--- config.mk ---
export PLATFORM = sky130hd
export DESIGN_NAME = at_response_line_classifier
export DESIGN_NICKNAME = d
export VERILOG_FILES = /design/src/design/atrlc_pkg.sv /design/src/design/at_response_line_classifier.sv /design/src/design/atrlc_window_cell.sv /design/src/design/atrlc_matcher.sv
export VERILOG_INCLUDE_DIRS = /design/src /design/src/design
export SDC_FILE = /design/constraint.sdc
export NUM_CORES = 1
export LEC_CHECK = 0
export BUFFER_PORTS_ARGS = -buffer_cell sky130_fd_sc_hd__buf_2
export CORE_MARGIN = 2
export CORE_UTILIZATION = 50
export DETAILED_ROUTE_END_ITERATION = 8
export PLACE_DENSITY = 0.78
export SETUP_SLACK_MARGIN = 0.15
export SLEW_MARGIN = 25
export SYNTH_ARGS = -nofsm -noshare
export SYNTH_HDL_FRONTEND = slang
export SYNTH_HIERARCHICAL = 1
export SYNTH_SLANG_ARGS = --single-unit
export TNS_END_PERCENT = 100
--- constraint.sdc ---
create_clock -name clock -period 4.24 [get_ports clock]
set_input_delay 0.848 -clock clock [delete_from_list [all_inputs] [get_ports clock]]
set_output_delay 0.848 -clock clock [all_outputs]
set_load 0.1 [all_outputs]
--- src/design/at_response_line_classifier_macros.svh ---
// Assertion macros for the AT response line classifier.
// Included by the top level; relies on the ports clock and reset being in scope.
`ifndef AT_RESPONSE_LINE_CLASSIFIER_MACROS_SVH
`define AT_RESPONSE_LINE_CLASSIFIER_MACROS_SVH

// Same-cycle implication, checked outside reset.
`define ATRLC_ASSERT_SAME(label, ante, cons) \
   label: assert property (@(posedge clock) disable iff (reset) (ante) |-> (cons)) \
      else $error("atrlc same-cycle check failed");

// Next-cycle implication, checked outside reset.
`define ATRLC_ASSERT_NEXT(label, ante, cons) \
   label: assert property (@(posedge clock) disable iff (reset) (ante) |=> (cons)) \
      else $error("atrlc next-cycle check failed");

`endif

--- src/design/atrlc_pkg.sv ---
// Shared types and constants of the AT response line classifier.
// Holds the pattern texts and lengths, character codes and flag bit positions.
package atrlc_pkg;

   typedef logic [7:0] byte_type;

   localparam int NUM_PAT   = 13;
   localparam int WIN_DEPTH = 17;
   localparam int PAT_BYTES = WIN_DEPTH + 1;

   typedef logic [8*PAT_BYTES-1:0] pat_text_type;
   typedef logic [4:0]             pat_len_type;
   typedef logic [NUM_PAT-1:0]     hit_type;

   // Texts are right-aligned: the last character sits in bits [7:0].
   localparam pat_text_type PAT_TEXT [NUM_PAT] = '{
      "+CME ERROR:", "+CIPRCV:", "OK", "Waiting ...", "+CIEV: READY",
      "+CME ERROR:50", "+CME ERROR:148", "+CME ERROR:58",
      "+CIEV: service,  1", "CONNECT OK", "+CCID:", "+CSQ:", "+CGATT:1"
   };
   localparam pat_len_type PAT_LEN [NUM_PAT] = '{
      5'd11, 5'd8, 5'd2, 5'd11, 5'd12, 5'd13, 5'd14, 5'd13, 5'd18, 5'd10, 5'd6, 5'd5, 5'd8
   };

   localparam int PAT_CME_ERROR  = 0;
   localparam int PAT_CIPRCV     = 1;
   localparam int PAT_OK         = 2;
   localparam int PAT_WAITING    = 3;
   localparam int PAT_CIEV_READY = 4;
   localparam int PAT_CME_50     = 5;
   localparam int PAT_CME_148    = 6;
   localparam int PAT_CME_58     = 7;
   localparam int PAT_CIEV_SVC   = 8;
   localparam int PAT_CONNECT_OK = 9;
   localparam int PAT_CCID       = 10;
   localparam int PAT_CSQ        = 11;
   localparam int PAT_CGATT      = 12;

   localparam int FLAG_ERROR   = 1;
   localparam int FLAG_RECEIVE = 2;
   localparam int FLAG_PROMPT  = 3;
   localparam int FLAG_OK      = 4;
   localparam int FLAG_WAITING = 5;
   localparam int FLAG_READY   = 6;
   localparam int FLAG_CONNECT = 7;
   localparam int FLAG_SERVICE = 8;
   localparam int FLAG_NO_SIM  = 9;

   localparam logic OP_RX_BYTE   = 1'b0;
   localparam logic OP_OVERWRITE = 1'b1;

   localparam byte_type CHAR_NUL   = 8'h00;
   localparam byte_type CHAR_NL    = 8'h0A;
   localparam byte_type CHAR_GT    = 8'h3E;
   localparam byte_type CHAR_DIGIT = 8'h30;
   localparam byte_type TEN        = 8'd10;

   localparam logic [7:0] COUNT_MAX   = 8'd255;
   localparam logic [7:0] INDEX_SIX   = 8'd6;
   localparam logic [7:0] INDEX_SEVEN = 8'd7;

   typedef struct packed {
      logic shift;
      logic clear;
   } win_ctrl_type;

endpackage

--- src/design/at_response_line_classifier.sv ---
// AT response line classifier top level: a row of window cells, the matcher and line state.
// An accepted input beat has its result beat in the output register in the next cycle.
// Throughput: one beat per cycle while not stalled; cells shift on rx bytes before a NUL.
// The input is ready whenever the output register is empty or being drained.
// Synchronous reset clears all line state, sets flags to 1 and empties the output register.
// Depends on atrlc_pkg, atrlc_window_cell, atrlc_matcher and the macros header.
`include "at_response_line_classifier_macros.svh"

module at_response_line_classifier
   import atrlc_pkg::*;
(
   input  logic       clock,
   input  logic       reset,
   input  logic       req_valid,
   output logic       req_ready,
   input  logic       req_op,
   input  logic [7:0] req_rx_byte,
   input  logic [9:0] req_flags_value,
   input  logic [1:0] req_icon_value,
   output logic       rsp_valid,
   input  logic       rsp_ready,
   output logic [7:0] rsp_echo_byte,
   output logic       rsp_line_end,
   output logic [9:0] rsp_flags,
   output logic [1:0] rsp_icon,
   output logic [7:0] rsp_signal_quality
);

   logic         accept;
   logic         rx_beat;
   logic         line_done;
   win_ctrl_type win_ctrl;
   byte_type     win [WIN_DEPTH];
   hit_type      hits;

   hit_type      found_ff, found_in, hit_all;
   logic         nul_seen_ff, nul_seen_in;
   logic         first_nul_ff, first_nul_in;
   logic [7:0]   line_count_ff, line_count_in, count_inc;
   byte_type     byte6_ff, byte6_in;
   byte_type     byte7_ff, byte7_in;
   logic [9:0]   flags_ff, flags_in;
   logic [1:0]   icon_ff, icon_in;
   byte_type     quality_ff, quality_in;
   logic         icon7_set, icon7_clr;

   logic         rsp_valid_ff, rsp_valid_in;
   byte_type     rsp_echo_ff, rsp_echo_in;
   logic         rsp_end_ff, rsp_end_in;

   assign req_ready = !rsp_valid_ff || rsp_ready;
   assign accept    = req_valid && req_ready;
   assign rx_beat   = accept && (req_op == OP_RX_BYTE);
   assign line_done = rx_beat && (req_rx_byte == CHAR_NL);

   assign win_ctrl.shift = rx_beat && !nul_seen_ff && (req_rx_byte != CHAR_NUL);
   assign win_ctrl.clear = line_done;

   for (genvar i = 0; i < WIN_DEPTH; i++) begin : g_cell
      atrlc_window_cell u_cell (
         .clock (clock),
         .reset (reset),
         .ctrl  (win_ctrl),
         .d_in  ((i == 0) ? req_rx_byte : win[(i == 0) ? 0 : i-1]),
         .q     (win[i])
      );
   end

   atrlc_matcher u_matcher (
      .cur  (req_rx_byte),
      .win  (win),
      .hits (hits)
   );

   assign count_inc = (line_count_ff == COUNT_MAX) ? line_count_ff : line_count_ff + 8'd1;
   assign hit_all   = win_ctrl.shift ? (found_ff | hits) : found_ff;

   always_comb begin
      found_in      = found_ff;
      nul_seen_in   = nul_seen_ff;
      first_nul_in  = first_nul_ff;
      line_count_in = line_count_ff;
      byte6_in      = byte6_ff;
      byte7_in      = byte7_ff;
      flags_in      = flags_ff;
      icon_in       = icon_ff;
      quality_in    = quality_ff;
      icon7_set     = 1'b0;
      icon7_clr     = 1'b0;
      if (accept && (req_op == OP_OVERWRITE)) begin
         flags_in = req_flags_value;
         icon_in  = req_icon_value;
      end else if (rx_beat) begin
         if (line_count_ff == 8'd0) begin
            if (req_rx_byte == CHAR_GT) begin
               flags_in[FLAG_PROMPT] = 1'b1;
            end
            first_nul_in = (req_rx_byte == CHAR_NUL);
         end
         if (line_count_ff == INDEX_SIX) begin
            byte6_in = req_rx_byte;
         end
         if (line_count_ff == INDEX_SEVEN) begin
            byte7_in = req_rx_byte;
         end
         if (!nul_seen_ff && (req_rx_byte == CHAR_NUL)) begin
            nul_seen_in = 1'b1;
         end
         found_in      = hit_all;
         line_count_in = count_inc;
         if (line_done) begin
            if (count_inc == INDEX_SIX) begin
               byte6_in = CHAR_NUL;
            end
            if (count_inc == INDEX_SEVEN) begin
               byte7_in = CHAR_NUL;
            end
            flags_in[FLAG_ERROR]   = flags_in[FLAG_ERROR] | hit_all[PAT_CME_ERROR];
            flags_in[FLAG_RECEIVE] = flags_in[FLAG_RECEIVE] | hit_all[PAT_CIPRCV];
            flags_in[FLAG_OK]      = flags_in[FLAG_OK] | hit_all[PAT_OK];
            flags_in[FLAG_WAITING] = flags_in[FLAG_WAITING] | first_nul_in
                                     | hit_all[PAT_WAITING];
            flags_in[FLAG_READY]   = flags_in[FLAG_READY] | hit_all[PAT_CIEV_READY];
            flags_in[FLAG_NO_SIM]  = flags_in[FLAG_NO_SIM] | hit_all[PAT_CME_58];
            flags_in[FLAG_SERVICE] = flags_in[FLAG_SERVICE] | hit_all[PAT_CIEV_SVC];
            flags_in[FLAG_CONNECT] = flags_in[FLAG_CONNECT] | hit_all[PAT_CIEV_SVC]
                                     | hit_all[PAT_CONNECT_OK];
            icon7_clr = first_nul_in | hit_all[PAT_WAITING]
                        | (hit_all[PAT_CIEV_READY] & !flags_ff[FLAG_SERVICE])
                        | hit_all[PAT_CME_50] | hit_all[PAT_CME_148] | hit_all[PAT_CME_58];
            icon7_set = hit_all[PAT_CIEV_SVC] | hit_all[PAT_CONNECT_OK] | hit_all[PAT_CGATT];
            if (icon7_set) begin
               icon_in[1] = 1'b1;
            end else if (icon7_clr) begin
               icon_in[1] = 1'b0;
            end
            icon_in[0] = icon_ff[0] | hit_all[PAT_CCID];
            if (hit_all[PAT_CSQ]) begin
               quality_in = (byte6_in - CHAR_DIGIT) * TEN + byte7_in - CHAR_DIGIT;
            end
            found_in      = '0;
            nul_seen_in   = 1'b0;
            line_count_in = 8'd0;
         end
      end
   end

   always_comb begin
      rsp_valid_in = rsp_valid_ff;
      rsp_echo_in  = rsp_echo_ff;
      rsp_end_in   = rsp_end_ff;
      if (accept) begin
         rsp_valid_in = 1'b1;
         rsp_echo_in  = rx_beat ? req_rx_byte : CHAR_NUL;
         rsp_end_in   = line_done;
      end else if (rsp_ready) begin
         rsp_valid_in = 1'b0;
      end
   end

   always_ff @(posedge clock) begin
      if (reset) begin
         found_ff      <= '0;
         nul_seen_ff   <= 1'b0;
         first_nul_ff  <= 1'b0;
         line_count_ff <= 8'd0;
         byte6_ff      <= CHAR_NUL;
         byte7_ff      <= CHAR_NUL;
         flags_ff      <= 10'd1;
         icon_ff       <= 2'd0;
         quality_ff    <= 8'd0;
         rsp_valid_ff  <= 1'b0;
      end else begin
         found_ff      <= found_in;
         nul_seen_ff   <= nul_seen_in;
         first_nul_ff  <= first_nul_in;
         line_count_ff <= line_count_in;
         byte6_ff      <= byte6_in;
         byte7_ff      <= byte7_in;
         flags_ff      <= flags_in;
         icon_ff       <= icon_in;
         quality_ff    <= quality_in;
         rsp_valid_ff  <= rsp_valid_in;
      end
   end

   always_ff @(posedge clock) begin
      rsp_echo_ff <= rsp_echo_in;
      rsp_end_ff  <= rsp_end_in;
   end

   assign rsp_valid          = rsp_valid_ff;
   assign rsp_echo_byte      = rsp_echo_ff;
   assign rsp_line_end       = rsp_end_ff;
   assign rsp_flags          = flags_ff;
   assign rsp_icon           = icon_ff;
   assign rsp_signal_quality = quality_ff;

   `ATRLC_ASSERT_NEXT(a_line_restart, line_done, (line_count_ff == 8'd0) && (found_ff == '0) && !nul_seen_ff)
   `ATRLC_ASSERT_SAME(a_no_shift_after_nul, nul_seen_ff, !win_ctrl.shift)
   `ATRLC_ASSERT_SAME(a_end_is_newline, rsp_valid_ff && rsp_end_ff, rsp_echo_ff == CHAR_NL)

endmodule

--- src/design/atrlc_window_cell.sv ---
// One cell of the line history window: holds one byte and passes it on.
// Depends on atrlc_pkg for the byte and control types.
module atrlc_window_cell
   import atrlc_pkg::*;
(
   input  logic         clock,
   input  logic         reset,
   input  win_ctrl_type ctrl,
   input  byte_type     d_in,
   output byte_type     q
);

   byte_type data_ff;
   byte_type data_in;

   always_comb begin
      data_in = data_ff;
      if (ctrl.clear) begin
         data_in = CHAR_NUL;
      end else if (ctrl.shift) begin
         data_in = d_in;
      end
   end

   always_ff @(posedge clock) begin
      if (reset) begin
         data_ff <= CHAR_NUL;
      end else begin
         data_ff <= data_in;
      end
   end

   assign q = data_ff;

endmodule

--- src/design/atrlc_matcher.sv ---
// Compares the current byte and the history window with every pattern.
// Depends on atrlc_pkg for the pattern texts and lengths.
module atrlc_matcher
   import atrlc_pkg::*;
(
   input  byte_type cur,
   input  byte_type win [WIN_DEPTH],
   output hit_type  hits
);

   always_comb begin
      byte_type sym [PAT_BYTES];
      sym[0] = cur;
      for (int k = 1; k < PAT_BYTES; k++) begin
         sym[k] = win[k-1];
      end
      for (int p = 0; p < NUM_PAT; p++) begin
         hits[p] = 1'b1;
         for (int k = 0; k < PAT_BYTES; k++) begin
            if ((k < int'(PAT_LEN[p])) && (sym[k] != PAT_TEXT[p][8*k +: 8])) begin
               hits[p] = 1'b0;
            end
         end
      end
   end

endmodule
==> out/metrics.cfg <==
[power_and_ir_drop]
power_density_nw_per_um2 = 364
ir_drop_mv = 0.308
cellLeakagePower_nw = 4.36

[drt]
drc_errors = 0
drtAntennaViolNets = 0
via_per_inst = 6.10
wl_per_cell_um = 20.0
first_pass_iters = 5
routed_wl_mm = 29.6
dr_total_vias = 9049
drt_iter0_drc = 911

[grt]
grt_pass1_wl_mm = 47.4
grt_pass1_vias = 8652
grt_usage_pct = 26.9
grt_antenna_before_repair = 0
grt_overflow = 0
grt_max_degree = 62

[layout]
multi_input_area_um2 = 5870
nNetsFinal = 1246
drive_above_1_share_pct = 15.3
stdcell_count = 1484
num_antenna_cells = 0
synthToLayoutAreaGrowth_pct = 14.4
nFillCells = 1747
regArea_um2 = 4180

[timing]
max_freq_mhz = 242
worstMarginPinSlew_ps = 891
slew_headroom_pct = 39.8
rsz0062_at_grt = yes
fin_crit_ps = 4130
fin_skew_ps = 24.9
slew_violations = 0
setup_viol = 0
fin_crit_sh_pct = 97.3
fin_tns_setup_ps = 0
final_hold_viol_count = 0

[logic_synthesis]
synth_fp_nets = 1189
syn_avg_cell_area_um2 = 9.07
ys_warn_count = 6
yosysTopAreaCellShare_pct = 37.8
yosysMostFrequentCell = nor2_1
synth.cell_area_um2 = 10300
postSynthCellCount = 1140
yosysTopAreaCell = dfxtp_1
synth-edff-count = 9
async_flop_share_pct = 0
netlist_top_cells_area = dfxtp_1, mux2i_1, nor2_1
synth_seq_cells = 204
seq_area_frac_synth_pct = 40.4
ys_top_cells_by_count = nor2_1, dfxtp_1, mux2i_1, nand2_1, a21oi_1
synth_ff_type = dfxtp_1
synth_cell_types = 69

[worst_setup_path]
end_kind = flop
cp.arrival_ps = 4520
cp_max_fo = 6
crit_type = reg -> reg
crit_start = line_count_ff[1]$_SDFFE_PP0P_
critPathRequiredTime_ps = 4630
worstSetupStartpointType = flop
reg2reg_from = line_count_ff[1]$_SDFFE_PP0P_

[clock_network]
numCtsBuffers = 23
clockRootBuffer = clkbuf_16
cts.sinks = 204
cts_hold_buf = 0
insertion_delay_ps = 520
clk_pin_slew_ps = 60
cts_buffer_depth = 3
cts_tree = yes
htreeDepth = 1

[floorplanning]
die_h_um = 148
core_um2 = 20200
row_count = 52
ios = 56
initial_utilization_pct = 51.1
dieArea_um2 = 21800
die_x_um = 148

[placement]
dp_hpwl_mm = 20.8
io_buffer_count = 55
placedCellCount = 1432
gp_congestion = 0.989

[status]
outcome = completed

[run]
maxCapViolCount = 0

[min_path]
min_from = rsp_signal_quality[3]$_SDFFE_PP0P_
worstHoldPathType = reg -> reg

[where the power goes]
group          switching (mW)  internal (mW)  total (mW)
registers              0.0192           1.95        1.97
logic                   0.251         0.0976       0.348
clock network           0.810           1.17        1.98
total                    1.08           3.22        4.30
[cells by family (layout without fill, tap and decap cells)]
family	after synthesis	count (layout)	share of synthesized area (%)
compound gates	130	130	7.97
xor+xnor	9	9	0.762
fa+ha+maj	24	24	3.05
buf+inv	81	155	5.03
flops	204	204	40.4
mux	139	139	13.5
simple gates	553	553	29.4
[stage by stage]
stage / hold WS (ps) / instance area, um2 / util, % / total power, mW / worst slack (ps)
finish: 455 / 11800 / 58.4 / 4.30 / 114
global route: 478 / 11800 / 58.4 / 4.42 / -7.96
CTS: 456 / 11800 / 58.2 / 4.32 / 142
detailed placement: 447 / 10900 / 53.7 / 2.35 / -80.2
global placement: 439 / 10900 / 53.7 / 2.35 / 45.9
floorplan: 421 / 10500 / - / 2.29 / 97.4
[metal layers]
layer	vias up	GRT usage, %	part of all wire (%)
li1	4254	-	-
met1	4273	37.0	43
met2	443	43.6	45
met3	79	4.54	8.8
met4	0	7.60	2.9
met5	-	0	0
[repair_timing]
action,CTS,global route
setup endpoints to repair,1,2
pin swaps,14,3
resized for setup,15,6
buffers inserted,10,0
[registers in the layout (all words and copies together) (netlist names)]
name and cells:
rsp_flags 10, byte6_ff 7, line_count_ff 8, byte7_ff 8, nul_seen_ff 1, rsp_signal_quality 8, g_cell.u_cell/q 136, first_nul_ff 1
found_ff 13, rsp_valid 1, rsp_icon 2, rsp_echo_byte 8, rsp_line_end 1
[worst max-delay path: stages (launching register included)]
cell      delay, ps
dfxtp_2         330
buf_6           110
ha_4            160
and3_4          180
or4_4           490
o31ai_4          80
and3_4          300
a21oi_4          40
ha_1            310
ha_2            200
fa_1            540
ha_4            220
ha_4            270
o21ai_4          60
o21bai_4        150
a21oi_4          80
xnor2_2         170
nand4_1         110
nor4b_2         190
[cells in the final DEF, fill, tap and decap left out, types with 8 or more instances in the layout]
master and n:
a21oi_1 46, dfxtp_1 193, mux2i_1 139, a21o_1 8
edfxtp_1 9, and3_1 9, o21ai_0 18, nor4_1 19
nand3b_1 9, nand2_1 79, nor4b_1 18, clkbuf_16 23
and4b_1 9, nor3_1 20, ha_1 13, nor2_1 196
a211oi_1 9, buf_2 55, nand4b_1 13, nand3_1 32
inv_1 15, or4_1 11, nor2b_1 10, buf_4 37
nand4_1 27, a31oi_1 17, nor4bb_1 15, or2_1 17
ha_4 8
[worst paths after layout]
path / end / depth (start not counted) / slack, ps
max: rsp_signal_quality[7]$_SDFFE_PP0P_ / 18 / 110
min: rsp_signal_quality[3]$_SDFFE_PP0P_ / 2 / 460
max reg2reg: rsp_signal_quality[7]$_SDFFE_PP0P_ / 18 / 110
min reg2reg: rsp_signal_quality[3]$_SDFFE_PP0P_ / 2 / 460
[cell type report]
class / count / share of cell area, %
Clock inverter: 10 / 0.794
Timing Repair Buffer: 95 / 5.11
Sequential cell: 204 / 35.3
Multi-Input combinational cell: 855 / 49.6
Clock buffer: 32 / 5.66
Inverter: 18 / 0.603
Tap cell: 270 / 2.86
Power figures use the tool's default switching activity.
